===== config.mk =====
export PLATFORM = sky130hd
export DESIGN_NAME = djb2_mix_serial_check
export DESIGN_NICKNAME = d
export VERILOG_FILES = /design/src/rtl/dmsc_pkg.sv /design/src/rtl/dmsc_front.sv /design/src/rtl/dmsc_queue.sv /design/src/rtl/dmsc_mix.sv /design/src/rtl/djb2_mix_serial_check.sv
export SDC_FILE = /design/constraint.sdc
export NUM_CORES = 2
export LEC_CHECK = 0
export BUFFER_PORTS_ARGS = -buffer_cell sky130_fd_sc_hd__buf_4
export CAP_MARGIN = 20
export CORE_ASPECT_RATIO = 1.4
export CORE_MARGIN = 2
export CORE_UTILIZATION = 27
export CTS_CLUSTER_SIZE = 8
export DETAILED_ROUTE_END_ITERATION = 6
export GPL_ROUTABILITY_DRIVEN = 0
export SYNTH_ARGS = -nofsm -noshare
export SYNTH_HDL_FRONTEND = slang
export SYNTH_SLANG_ARGS = --single-unit

===== constraint.sdc =====
create_clock -name clk_i -period 9.3 [get_ports clk_i]
set_clock_uncertainty 0.05 [all_clocks]
set_input_delay 0.93 -clock clk_i [delete_from_list [all_inputs] [get_ports clk_i]]
set_output_delay 0.93 -clock clk_i [all_outputs]
set_load 0.01 [all_outputs]

===== src/rtl/dmsc_pkg.sv =====
// Shared constants for the djb2 serial check block.
package dmsc_pkg;

  localparam int unsigned HashW = 64;
  localparam int unsigned SeedW = 32;
  localparam int unsigned ByteW = 8;

  localparam logic [HashW-1:0] HashStart = 64'd5381;
  localparam logic [HashW-1:0] MixMul    = 64'h9ddfea08eb382d69;
  localparam int unsigned      MixShift  = 47;
  localparam int unsigned      HalfW     = 32;
  localparam int unsigned      Mul33Shift = 5;

  // configuration register indexes
  localparam logic CfgSeed     = 1'b0;
  localparam logic CfgExpected = 1'b1;

endpackage


===== src/rtl/dmsc_front.sv =====
// Front end: folds name bytes into the djb2 running hash, hands off on the final byte.
module dmsc_front import dmsc_pkg::*; (
  input  logic             clk_i,
  input  logic             rst_ni,
  input  logic             accept_i,
  input  logic [ByteW-1:0] name_byte_i,
  input  logic             final_byte_i,
  output logic             hand_valid_o,
  output logic [HashW-1:0] hand_hash_o
);

  logic [HashW-1:0] hash_q, hash_d;
  logic [HashW-1:0] hash_nxt;
  logic [HashW-1:0] byte_ext;

  assign byte_ext = {{(HashW-ByteW){name_byte_i[ByteW-1]}}, name_byte_i};
  // hash*33 + byte
  assign hash_nxt = (hash_q << Mul33Shift) + hash_q + byte_ext;

  always_comb begin
    hash_d = hash_q;
    if (accept_i) begin
      hash_d = final_byte_i ? HashStart : hash_nxt;
    end
  end

  assign hand_valid_o = accept_i && final_byte_i;
  assign hand_hash_o  = hash_nxt;

  always_ff @(posedge clk_i or negedge rst_ni) begin
    if (!rst_ni) begin
      hash_q <= HashStart;
    end else begin
      hash_q <= hash_d;
    end
  end

endmodule


===== src/rtl/dmsc_queue.sv =====
// Short queue of finished name hashes between front and mixer.
module dmsc_queue import dmsc_pkg::*; #(
  parameter int unsigned Depth = 2
) (
  input  logic             clk_i,
  input  logic             rst_ni,
  input  logic             wr_i,
  input  logic [HashW-1:0] wr_data_i,
  output logic             full_o,
  input  logic             rd_i,
  output logic             valid_o,
  output logic [HashW-1:0] rd_data_o
);

  localparam int unsigned PtrW = (Depth > 1) ? $clog2(Depth) : 1;
  localparam int unsigned CntW = $clog2(Depth + 1);
  localparam logic [PtrW-1:0] LastPtr = PtrW'(Depth - 1);
  localparam logic [CntW-1:0] FullCnt = CntW'(Depth);

  logic [HashW-1:0] mem_q [Depth];
  logic [PtrW-1:0]  wp_q, wp_d, rp_q, rp_d;
  logic [CntW-1:0]  cnt_q, cnt_d;
  logic             do_wr, do_rd;

  assign full_o    = (cnt_q == FullCnt);
  assign valid_o   = (cnt_q != '0);
  assign rd_data_o = mem_q[rp_q];
  assign do_wr     = wr_i && !full_o;
  assign do_rd     = rd_i && valid_o;

  always_comb begin
    wp_d  = wp_q;
    rp_d  = rp_q;
    cnt_d = cnt_q;
    if (do_wr) begin
      wp_d = (wp_q == LastPtr) ? '0 : wp_q + 1'b1;
    end
    if (do_rd) begin
      rp_d = (rp_q == LastPtr) ? '0 : rp_q + 1'b1;
    end
    if (do_wr && !do_rd) begin
      cnt_d = cnt_q + 1'b1;
    end else if (do_rd && !do_wr) begin
      cnt_d = cnt_q - 1'b1;
    end
  end

  always_ff @(posedge clk_i or negedge rst_ni) begin
    if (!rst_ni) begin
      wp_q  <= '0;
      rp_q  <= '0;
      cnt_q <= '0;
    end else begin
      wp_q  <= wp_d;
      rp_q  <= rp_d;
      cnt_q <= cnt_d;
    end
  end

  always_ff @(posedge clk_i) begin
    if (do_wr) begin
      mem_q[wp_q] <= wr_data_i;
    end
  end

endmodule


===== src/rtl/dmsc_mix.sv =====
// Back end: 128-to-64 multiply-xorshift mix on a shared 32x32 multiplier, result register.
module dmsc_mix import dmsc_pkg::*; (
  input  logic             clk_i,
  input  logic             rst_ni,
  input  logic             q_valid_i,
  input  logic [HashW-1:0] q_hash_i,
  output logic             q_pop_o,
  input  logic [SeedW-1:0] seed_i,
  input  logic [HashW-1:0] expected_i,
  output logic             empty_o,
  input  logic             pop_i,
  output logic [HashW-1:0] serial_value_o,
  output logic             is_match_o
);

  localparam logic [1:0] StIdle = 2'd0;
  localparam logic [1:0] StMul  = 2'd1;
  localparam logic [1:0] StXs   = 2'd2;
  localparam logic [1:0] StFin  = 2'd3;

  localparam logic [1:0] LastSub  = 2'd2;
  localparam logic [1:0] PassA    = 2'd0;
  localparam logic [1:0] PassB    = 2'd1;

  logic [1:0]       st_q, st_d;
  logic [1:0]       sub_q, sub_d;
  logic [1:0]       pass_q, pass_d;
  logic [HashW-1:0] x_q, x_d;
  logic [HashW-1:0] h_q, h_d;
  logic [HashW-1:0] acc_q, acc_d;
  logic             ov_q, ov_d;
  logic [HashW-1:0] ser_q, ser_d;
  logic             match_q, match_d;

  logic [HashW-1:0]   seed_word;
  logic [HalfW-1:0]   op_a, op_b;
  logic [2*HalfW-1:0] prod;
  logic [HashW-1:0]   acc_xs;
  logic               out_free;

  assign seed_word = {seed_i | {SeedW{seed_i[SeedW-1]}}, seed_i};
  assign acc_xs    = acc_q ^ (acc_q >> MixShift);
  assign out_free  = !ov_q || pop_i;

  // low 64 bits of x*K from three 32x32 partial products, one per cycle
  always_comb begin
    unique case (sub_q)
      2'd0:    begin op_a = x_q[HalfW-1:0];     op_b = MixMul[HalfW-1:0];     end
      2'd1:    begin op_a = x_q[HalfW-1:0];     op_b = MixMul[HashW-1:HalfW]; end
      default: begin op_a = x_q[HashW-1:HalfW]; op_b = MixMul[HalfW-1:0];     end
    endcase
  end
  assign prod = op_a * op_b;

  always_comb begin
    st_d    = st_q;
    sub_d   = sub_q;
    pass_d  = pass_q;
    x_d     = x_q;
    h_d     = h_q;
    acc_d   = acc_q;
    ov_d    = ov_q;
    ser_d   = ser_q;
    match_d = match_q;
    q_pop_o = 1'b0;
    if (pop_i && ov_q) begin
      ov_d = 1'b0;
    end
    unique case (st_q)
      StIdle: begin
        if (q_valid_i) begin
          q_pop_o = 1'b1;
          h_d     = q_hash_i;
          x_d     = q_hash_i ^ seed_word;
          sub_d   = '0;
          pass_d  = PassA;
          st_d    = StMul;
        end
      end
      StMul: begin
        if (sub_q == '0) begin
          acc_d = prod;
        end else begin
          acc_d = acc_q + {prod[HalfW-1:0], {HalfW{1'b0}}};
        end
        if (sub_q == LastSub) begin
          sub_d = '0;
          st_d  = StXs;
        end else begin
          sub_d = sub_q + 1'b1;
        end
      end
      StXs: begin
        priority if (pass_q == PassA) begin
          x_d    = h_q ^ acc_xs;
          pass_d = PassB;
          st_d   = StMul;
        end else if (pass_q == PassB) begin
          x_d    = acc_xs;
          pass_d = pass_q + 1'b1;
          st_d   = StMul;
        end else begin
          st_d = StFin;
        end
      end
      default: begin
        // acc holds the serial; wait for a free output word
        if (out_free) begin
          ov_d    = 1'b1;
          ser_d   = acc_q;
          match_d = (acc_q == expected_i);
          st_d    = StIdle;
        end
      end
    endcase
  end

  assign empty_o        = !ov_q;
  assign serial_value_o = ser_q;
  assign is_match_o     = match_q;

  always_ff @(posedge clk_i or negedge rst_ni) begin
    if (!rst_ni) begin
      st_q   <= StIdle;
      sub_q  <= '0;
      pass_q <= PassA;
      ov_q   <= 1'b0;
    end else begin
      st_q   <= st_d;
      sub_q  <= sub_d;
      pass_q <= pass_d;
      ov_q   <= ov_d;
    end
  end

  always_ff @(posedge clk_i) begin
    x_q     <= x_d;
    h_q     <= h_d;
    acc_q   <= acc_d;
    ser_q   <= ser_d;
    match_q <= match_d;
  end

endmodule


===== src/rtl/djb2_mix_serial_check.sv =====
// Path: the final byte's hash is queued, mixed, then registered as a poppable serial word.
// Throughput: one name byte per cycle while the queue is not full; the mixer takes
//   one name at a time (three 64-bit multiplies of three 32x32 passes each, plus xorshifts).
// A QueueDepth-entry hash queue lets the byte stream run ahead of the mixer.
// Reset: running hash 5381, seed and expected serial 0, queue and output empty.
module djb2_mix_serial_check import dmsc_pkg::*; #(
  parameter int unsigned QueueDepth = 2
) (
  input  logic             clk_i,
  input  logic             rst_ni,
  input  logic             push,
  output logic             full,
  input  logic [ByteW-1:0] name_byte_i,
  input  logic             final_byte_i,
  output logic             empty,
  input  logic             pop,
  output logic [HashW-1:0] serial_value_o,
  output logic             is_match_o,
  input  logic             cfg_we_i,
  input  logic             cfg_idx_i,
  input  logic [HashW-1:0] cfg_data_i
);

  logic [SeedW-1:0] seed_q;
  logic [HashW-1:0] expected_q;
  logic             accept;
  logic             hand_valid;
  logic [HashW-1:0] hand_hash;
  logic             q_valid, q_pop;
  logic [HashW-1:0] q_hash;

  assign accept = push && !full;

  always_ff @(posedge clk_i or negedge rst_ni) begin
    if (!rst_ni) begin
      seed_q     <= '0;
      expected_q <= '0;
    end else if (cfg_we_i) begin
      unique case (cfg_idx_i)
        CfgSeed:     seed_q     <= cfg_data_i[SeedW-1:0];
        CfgExpected: expected_q <= cfg_data_i;
        default:     ;
      endcase
    end
  end

  dmsc_front u_front (
    .clk_i        (clk_i),
    .rst_ni       (rst_ni),
    .accept_i     (accept),
    .name_byte_i  (name_byte_i),
    .final_byte_i (final_byte_i),
    .hand_valid_o (hand_valid),
    .hand_hash_o  (hand_hash)
  );

  dmsc_queue #(
    .Depth (QueueDepth)
  ) u_queue (
    .clk_i     (clk_i),
    .rst_ni    (rst_ni),
    .wr_i      (hand_valid),
    .wr_data_i (hand_hash),
    .full_o    (full),
    .rd_i      (q_pop),
    .valid_o   (q_valid),
    .rd_data_o (q_hash)
  );

  dmsc_mix u_mix (
    .clk_i          (clk_i),
    .rst_ni         (rst_ni),
    .q_valid_i      (q_valid),
    .q_hash_i       (q_hash),
    .q_pop_o        (q_pop),
    .seed_i         (seed_q),
    .expected_i     (expected_q),
    .empty_o        (empty),
    .pop_i          (pop),
    .serial_value_o (serial_value_o),
    .is_match_o     (is_match_o)
  );

endmodule


# == Word-level counts from Yosys, hierarchy flattened ==
# Memories as Yosys holds them, arrays and structs flattened.
# Index checks and enable logic that the tools add are counted.
# totals
reg_bits,428
ramBits,128
inputBits,79
out_inout_bits,67
memories,1
# classes
addsub,9
multipliers,1
n_eq_ne,10
muxes,31
bitwise,6
n_reduce_logical,29
# mem_list
name,depth,width,rd,rd_ports_with_merged_regs,wr,line_no,rtl
u_queue.mem_q,2,64,1,0,1,dmsc_queue.sv:20,logic [HashW-1:0] mem_q [Depth];
# op_table
cell,count
$mux W64,5
$add A64 B64 Y64,3
$pmux W64 S2,1
$xor A64 B64 Y64,2
$eq A64 B64 Y1,1
$mul A32 B32 Y64,1
$xor A64 B17 Y64,1
$mux W32,1
$or A32 B32 Y32,1
$mux W31,1
$mux W2,11
$reduce_and A2 Y1,5
$mux W1,9
$pmux W2 S2,2
$reduce_bool A2 Y1,4
$logic_and A1 B1 Y1,7
$add A2 B1 Y2 const B,3
$eq A2 B1 Y1 const B,3
$eq A2 B2 Y1 const B,3
$logic_not A2 Y1,3
$pmux W2 S3,1
$reduce_and A3 Y1,2
$logic_not A1 Y1,4
$reduce_bool A4 Y1,1
other kinds (9),11

# == Depth between registers and ports, before layout ==
# depth
word_depth,9
mapped_depth,39

# == Modules after synthesis ==
# A second synthesis with hierarchy kept.
# hier_totals
hier_cells,5069
hier_area_um2,55161.7
# by_module_without_submodules
module,instances,cells_each,area_each_um2,seq_area_each_um2
dmsc_mix,1,3843,38984.9,7892.6
dmsc_front,1,803,7485.9,1607.8
dmsc_queue,1,218,5024.8,3943.8
djb2_mix_serial_check,1,205,3666.0,2402.3

# == Least setup slack after synthesis ==
# No wires, ideal clock.
# synth_timing
path_kind,reg-to-reg
start,register u_mix.sub_q[1]
end,"register u_mix.acc_q[62], data pin"
setup_time_ns,0.268
arrival_time_ns,8.957
path_slack_ns,0.025
path_stages_with_launch,39
synth_period_minus_slack_ns,9.275
cell_sequence,dfrtp_1 -> buf_1 -> buf_1 -> nand2b_1 -> clkbuf_1 -> buf_1 -> nand2_1 -> inv_1 -> ha_1 -> fa_1 -> fa_1 -> inv_1 -> fa_1 -> inv_1 -> fa_1 -> inv_1 -> fa_1 -> inv_1 -> [3 not listed] -> inv_1 -> ha_1 -> nand2_1 -> nor2_1 -> a211o_2 -> nand3_1 -> nand2b_1 -> a21o_1 -> a21oi_1 -> xnor2_1 -> ha_1 -> a21oi_1 -> o21bai_1 -> a21o_1 -> o41ai_1 -> o21ai_1 -> xnor2_1 -> mux2i_1
# synth_via
elab_chain_len,6
# synth_rtl
item,line_no,rtl
start: declaration,dmsc_mix.sv:26,"logic [1:0] sub_q, sub_d;"
start signal: assignment,dmsc_mix.sv:130,sub_q <= sub_d;
$eq A2 B1 Y1 or $logic_not A2 Y1 (tied branches),"dmsc_mix.sv:47, dmsc_mix.sv:81",
$reduce_or A2 Y1 (no source line),-,
$mux W32,dmsc_mix.sv:47,unique case (sub_q)
$mul A32 B32 Y64,dmsc_mix.sv:53,assign prod = op_a * op_b;
$add A64 B64 Y64,dmsc_mix.sv:84,"acc_d = acc_q + {prod[HalfW-1:0], {HalfW{1'b0}}};"
$mux W64 (*),dmsc_mix.sv:81,if (sub_q == '0) begin
end signal: assignment,dmsc_mix.sv:139,acc_q <= acc_d;
end: declaration,dmsc_mix.sv:30,"logic [HashW-1:0] acc_q, acc_d;"
# Mark *: on every way between the ends. The rest lies on a longest branch, timed or not.
# A chain may end at the register's enable or synchronous reset.

# == Worst setup path after layout ==
# layout_timing
start,register u_mix.sub_q[1]
end,"register u_mix.acc_q[58], data pin"
# The elaborated chain is that of the path after synthesis.

==> impl_metrics.sql <==
INSERT INTO impl_metrics (metric_group, metric, value, unit) VALUES
('yosys', 'mappedNetlistArea', '54300', 'um2'),
('drt', 'detail_route.drc_violations', '0', ''),
('worst_setup_path', 'worst-r2r-setup-slack', '230', 'ps'),
('yosys', 'dominant_combinational_cell_family_by_area_after_synthesis', 'adder cells', ''),
('yosys', 'async_flop_share', '30.8', '%'),
('yosys', 'synth_warnings', '0', ''),
('die', 'chipHeight', '535', 'um'),
('drt', 'drtAntennaViolNets', '0', ''),
('yosys', 'seq_area_frac_synth', '29.2', '%'),
('sta', 'slew-limit-headroom', '25.9', '%'),
('die', 'die_area', '205000', 'um2'),
('status', 'status', 'finished clean', ''),
('min_path', 'worst_hold_path_type', 'in -> async', ''),
('worst_setup_path', 'worst_setup_path_end_kind', 'flip-flop', ''),
('drt', 'postRouteWirelength', '185000', 'um'),
('yosys', 'area_share_of_fa_ha_maj_cells_after_synthesis', '37.6', '%'),
('placed_design', 'place.port_buffers', '145', ''),
('cts', 'cts_num_sinks', '556', ''),
('drt', 'vias_per_cell', '4.81', ''),
('worst_setup_path', 'cp_slowest_cell', 'sky130_fd_sc_hd__fa_1', ''),
('yosys', 'simple_gate_portion_of_the_synthesized_area', '6.81', '%'),
('sta', 'finalCritPeriodShare', '97.6', '%'),
('yosys', 'avgSynthCellArea', '10.9', 'um2'),
('sta', 'achievable-frequency', '110', 'MHz'),
('worst_setup_path', 'setup.worst_path.start_class', 'flip-flop', ''),
('cts', 'insertion_delay', '690', 'ps'),
('cts', 'ctsRootBufferMaster', 'sky130_fd_sc_hd__clkbuf_16', ''),
('layout', 'share_of_cells_above_drive_strength_1', '13.5', '%'),
('yosys', 'synth.mux.area_fraction', '3.98', '%'),
('yosys', 'netlist_instances', '4978', ''),
('die', 'placementRows', '194', ''),
('die', 'core_region_area', '200000', 'um2'),
('job', 'maxcap_viol_count', '0', ''),
('sta', 'hold_violation_total_from_the_final_report', '0', ''),
('sta', 'totalNegativeSetupSlack', '0', 'ps'),
('grt', 'first_global_vias', '41500', ''),
('sta', 'setup_viol', '0', ''),
('sta', 'worst_pin_slew', '1110', 'ps'),
('worst_setup_path', 'critical_path_arrival', '9430', 'ps'),
('yosys', 'share_of_the_synthesized_area_in_compound_gates_ao_oa_aoi_oai', '8.48', '%'),
('drt', 'initial_drc_count', '2704', ''),
('worst_setup_path', 'data_required_time_at_the_worst_endpoint', '9660', 'ps'),
('yosys', 'ys_seq_elements', '556', ''),
('layout', 'n_fill_cell', '20300', ''),
('drt', 'num_vias', '38400', ''),
('grt', 'grt_antenna_before_repair', '11', ''),
('layout', 'mostFrequentLayoutCells', '915 x sky130_fd_sc_hd__inv_1, 699 x sky130_fd_sc_hd__fa_1, 508 x sky130_fd_sc_hd__ha_1', ''),
('placed_design', 'dp.final_hpwl', '153000', 'um'),
('sta', 'final_max_slew_viols', '0', ''),
('die', 'die_w', '383', 'um'),
('die', 'io-pin-count', '146', ''),
('yosys', 'ys.flop_type', 'sky130_fd_sc_hd__edfxtp_1', ''),
('yosys', 'post_synth_xor_area_fraction', '6.34', '%'),
('worst_setup_path', 'critical_path_fanout_max', '7', ''),
('grt', 'grt_util_all_layers', '18.1', '%'),
('sta', 'timing.final.crit_period', '9070', 'ps'),
('yosys', 'synth_cell_type_count', '90', ''),
('cts', 'clk_transition_reported_paths', '60', 'ps'),
('grt', 'grt_pass1_wl', '272000', 'um'),
('layout', 'final_common_cell', 'sky130_fd_sc_hd__inv_1', ''),
('yosys', 'synth_edf_count', '385', ''),
('cts', 'cts_tree', 'yes', ''),
('grt', 'grt_max_degree', '77', ''),
('layout', 'syn_to_final_growth', '14.9', '%'),
('worst_setup_path', 'setup.worst_path.class', 'reg -> reg', ''),
('cts', 'cts-buffers-inserted', '80', ''),
('sta', 'rsz_0062_raised_after_global_routing', 'true', ''),
('drt', 'detail_route.wl_per_cell', '23.2', 'um'),
('layout', 'num-nets-final', '6546', ''),
('grt', 'grt_overflow_total', '0', ''),
('cts', 'h-tree-depth', '3', ''),
('die', 'floorplan.initialDensity', '27.2', '%'),
('worst_setup_path', 'worst_path_most_repeated_cell', 'sky130_fd_sc_hd__fa_1', ''),
('drt', 'dr_pass1_iterations', '6', ''),
('cts', 'clock_path_buffers', '3', ''),
('worst_setup_path', 'critical-path-max-stage-delay', '580', 'ps');
cell usage after synthesis, types with 15 or more instances:
master / n / area share (%)
sky130_fd_sc_hd__nor4_1: 19 / 0.22
sky130_fd_sc_hd__a21o_1: 99 / 1.4
sky130_fd_sc_hd__edfxtp_1: 385 / 21
sky130_fd_sc_hd__nand4_1: 32 / 0.37
sky130_fd_sc_hd__xor2_1: 200 / 3.2
sky130_fd_sc_hd__o21bai_1: 34 / 0.47
sky130_fd_sc_hd__inv_1: 923 / 6.4
sky130_fd_sc_hd__mux2i_1: 18 / 0.33
sky130_fd_sc_hd__clkbuf_1: 147 / 1.0
sky130_fd_sc_hd__nor2b_1: 20 / 0.23
sky130_fd_sc_hd__nand3_1: 35 / 0.32
sky130_fd_sc_hd__a21oi_1: 225 / 2.1
sky130_fd_sc_hd__xnor2_1: 193 / 3.1
sky130_fd_sc_hd__dfrtp_1: 166 / 7.7
sky130_fd_sc_hd__mux2_2: 176 / 3.7
sky130_fd_sc_hd__nand2_1: 332 / 2.3
sky130_fd_sc_hd__and3_1: 19 / 0.22
sky130_fd_sc_hd__nor2_1: 238 / 1.6
sky130_fd_sc_hd__a22o_1: 54 / 0.87
sky130_fd_sc_hd__nor3_1: 22 / 0.20
sky130_fd_sc_hd__ha_1: 510 / 12
sky130_fd_sc_hd__and2_1: 54 / 0.62
sky130_fd_sc_hd__nand2b_1: 22 / 0.25
sky130_fd_sc_hd__a31oi_1: 18 / 0.21
sky130_fd_sc_hd__o21ai_0: 127 / 1.2
sky130_fd_sc_hd__fa_1: 699 / 26
sky130_fd_sc_hd__o211ai_1: 15 / 0.21
kinds of logic (layout without fill, tap and decap cells):
family	after synthesis	after routing
adders and majority gates	1211	1211
xor gates and xnor gates	393	393
muxes	194	194
and+or+nand+nor	825	825
buffers and inverters	1095	1440
DFF	556	556
AOI/OAI and AO/OA	703	703
other	1	6
routing by layer:
| layer | GRT usage (%) | routed length, um | vias up |
|---|---|---|---|
| met5 | 0 | 30 | - |
| met4 | 13.0 | 16100 | 4 |
| met3 | 2.56 | 9960 | 538 |
| met2 | 31.8 | 92000 | 1496 |
| met1 | 19.9 | 66900 | 19500 |
| li1 | - | - | 16800 |
repair_timing:
| item | CTS | global route |
|---|---|---|
| hold buffers | 0 | 0 |
| endpoints found under the setup margin | 0 | 17 |
| gates resized for setup | 0 | 31 |
| setup buffers | 0 | 16 |
path summary, 6_finish.rpt:
kind | cells past startpoint | endpoint | from
worst max-delay path | 31 | u_mix.acc_q[58]$_DFFE_PP_ | u_mix.sub_q[1]$_DFFE_PN0P_
worst min-delay path | 1 | expected_q[24]$_DFFE_PN0P_ | rst_ni
worst max register to register | 31 | u_mix.acc_q[58]$_DFFE_PP_ | u_mix.sub_q[1]$_DFFE_PN0P_
worst min register to register | 2 | u_front.hash_q[0]$_DFFE_PN1P_ | u_front.hash_q[0]$_DFFE_PN1P_
max in group asynchronous | 2 | expected_q[51]$_DFFE_PN0P_ | rst_ni
min in group clk_i | 2 | u_mix.ov_q$_DFF_PN0_ | pop
through the flow:
step / instance area (um2) / instances / util [%] / setup WS [ps] / hold slack (ps)
2_1_floorplan: 54300 / 4980 / - / 24.7 / 374
3_3_place_gp: 59700 / 7806 / 29.9 / 105 / 419
3_5_place_dp: 59700 / 7806 / 29.9 / 163 / 425
4_1_cts: 62100 / 7955 / 31.1 / 64.0 / 141
5_1_grt: 62400 / 7971 / 31.2 / -8.14 / 166
6_report: 62400 / 7974 / 31.2 / 226 / 163
critical path, delay by kind of cell, from the launching register on:
kind            cells  cell delay, ps
flops               1             500
buf+inv             9            1170
xor+xnor            1             370
simple gates        2             330
fa+ha+maj           9            4550
compound gates     10            1780
registers in the layout, summed over array words and instances (netlist names), 32 cells and up:
name / flops
u_queue.mem_q: 128
expected_q: 64
u_front.hash_q: 64
u_mix.acc_q: 64
u_mix.h_q: 64
u_mix.serial_value_o: 64
u_mix.x_q: 64
seed_q: 32
layout make-up:
type | count | area, um2 | share of cell area [%]
multi-input combinational | 3329 | 34500 | 55.3
sequential | 556 | 15800 | 25.4
inverter | 927 | 3510 | 5.63
tap | 2646 | 3310 | 5.31
timing repair buffer | 364 | 2800 | 4.48
clock buffer | 140 | 2240 | 3.59
clock inverter | 9 | 185 | 0.297
antenna | 3 | 7.51 | 0.0120
Power is not shown: default switching activity piles up to over one toggle a cycle in this logic, so the estimate is an artifact.
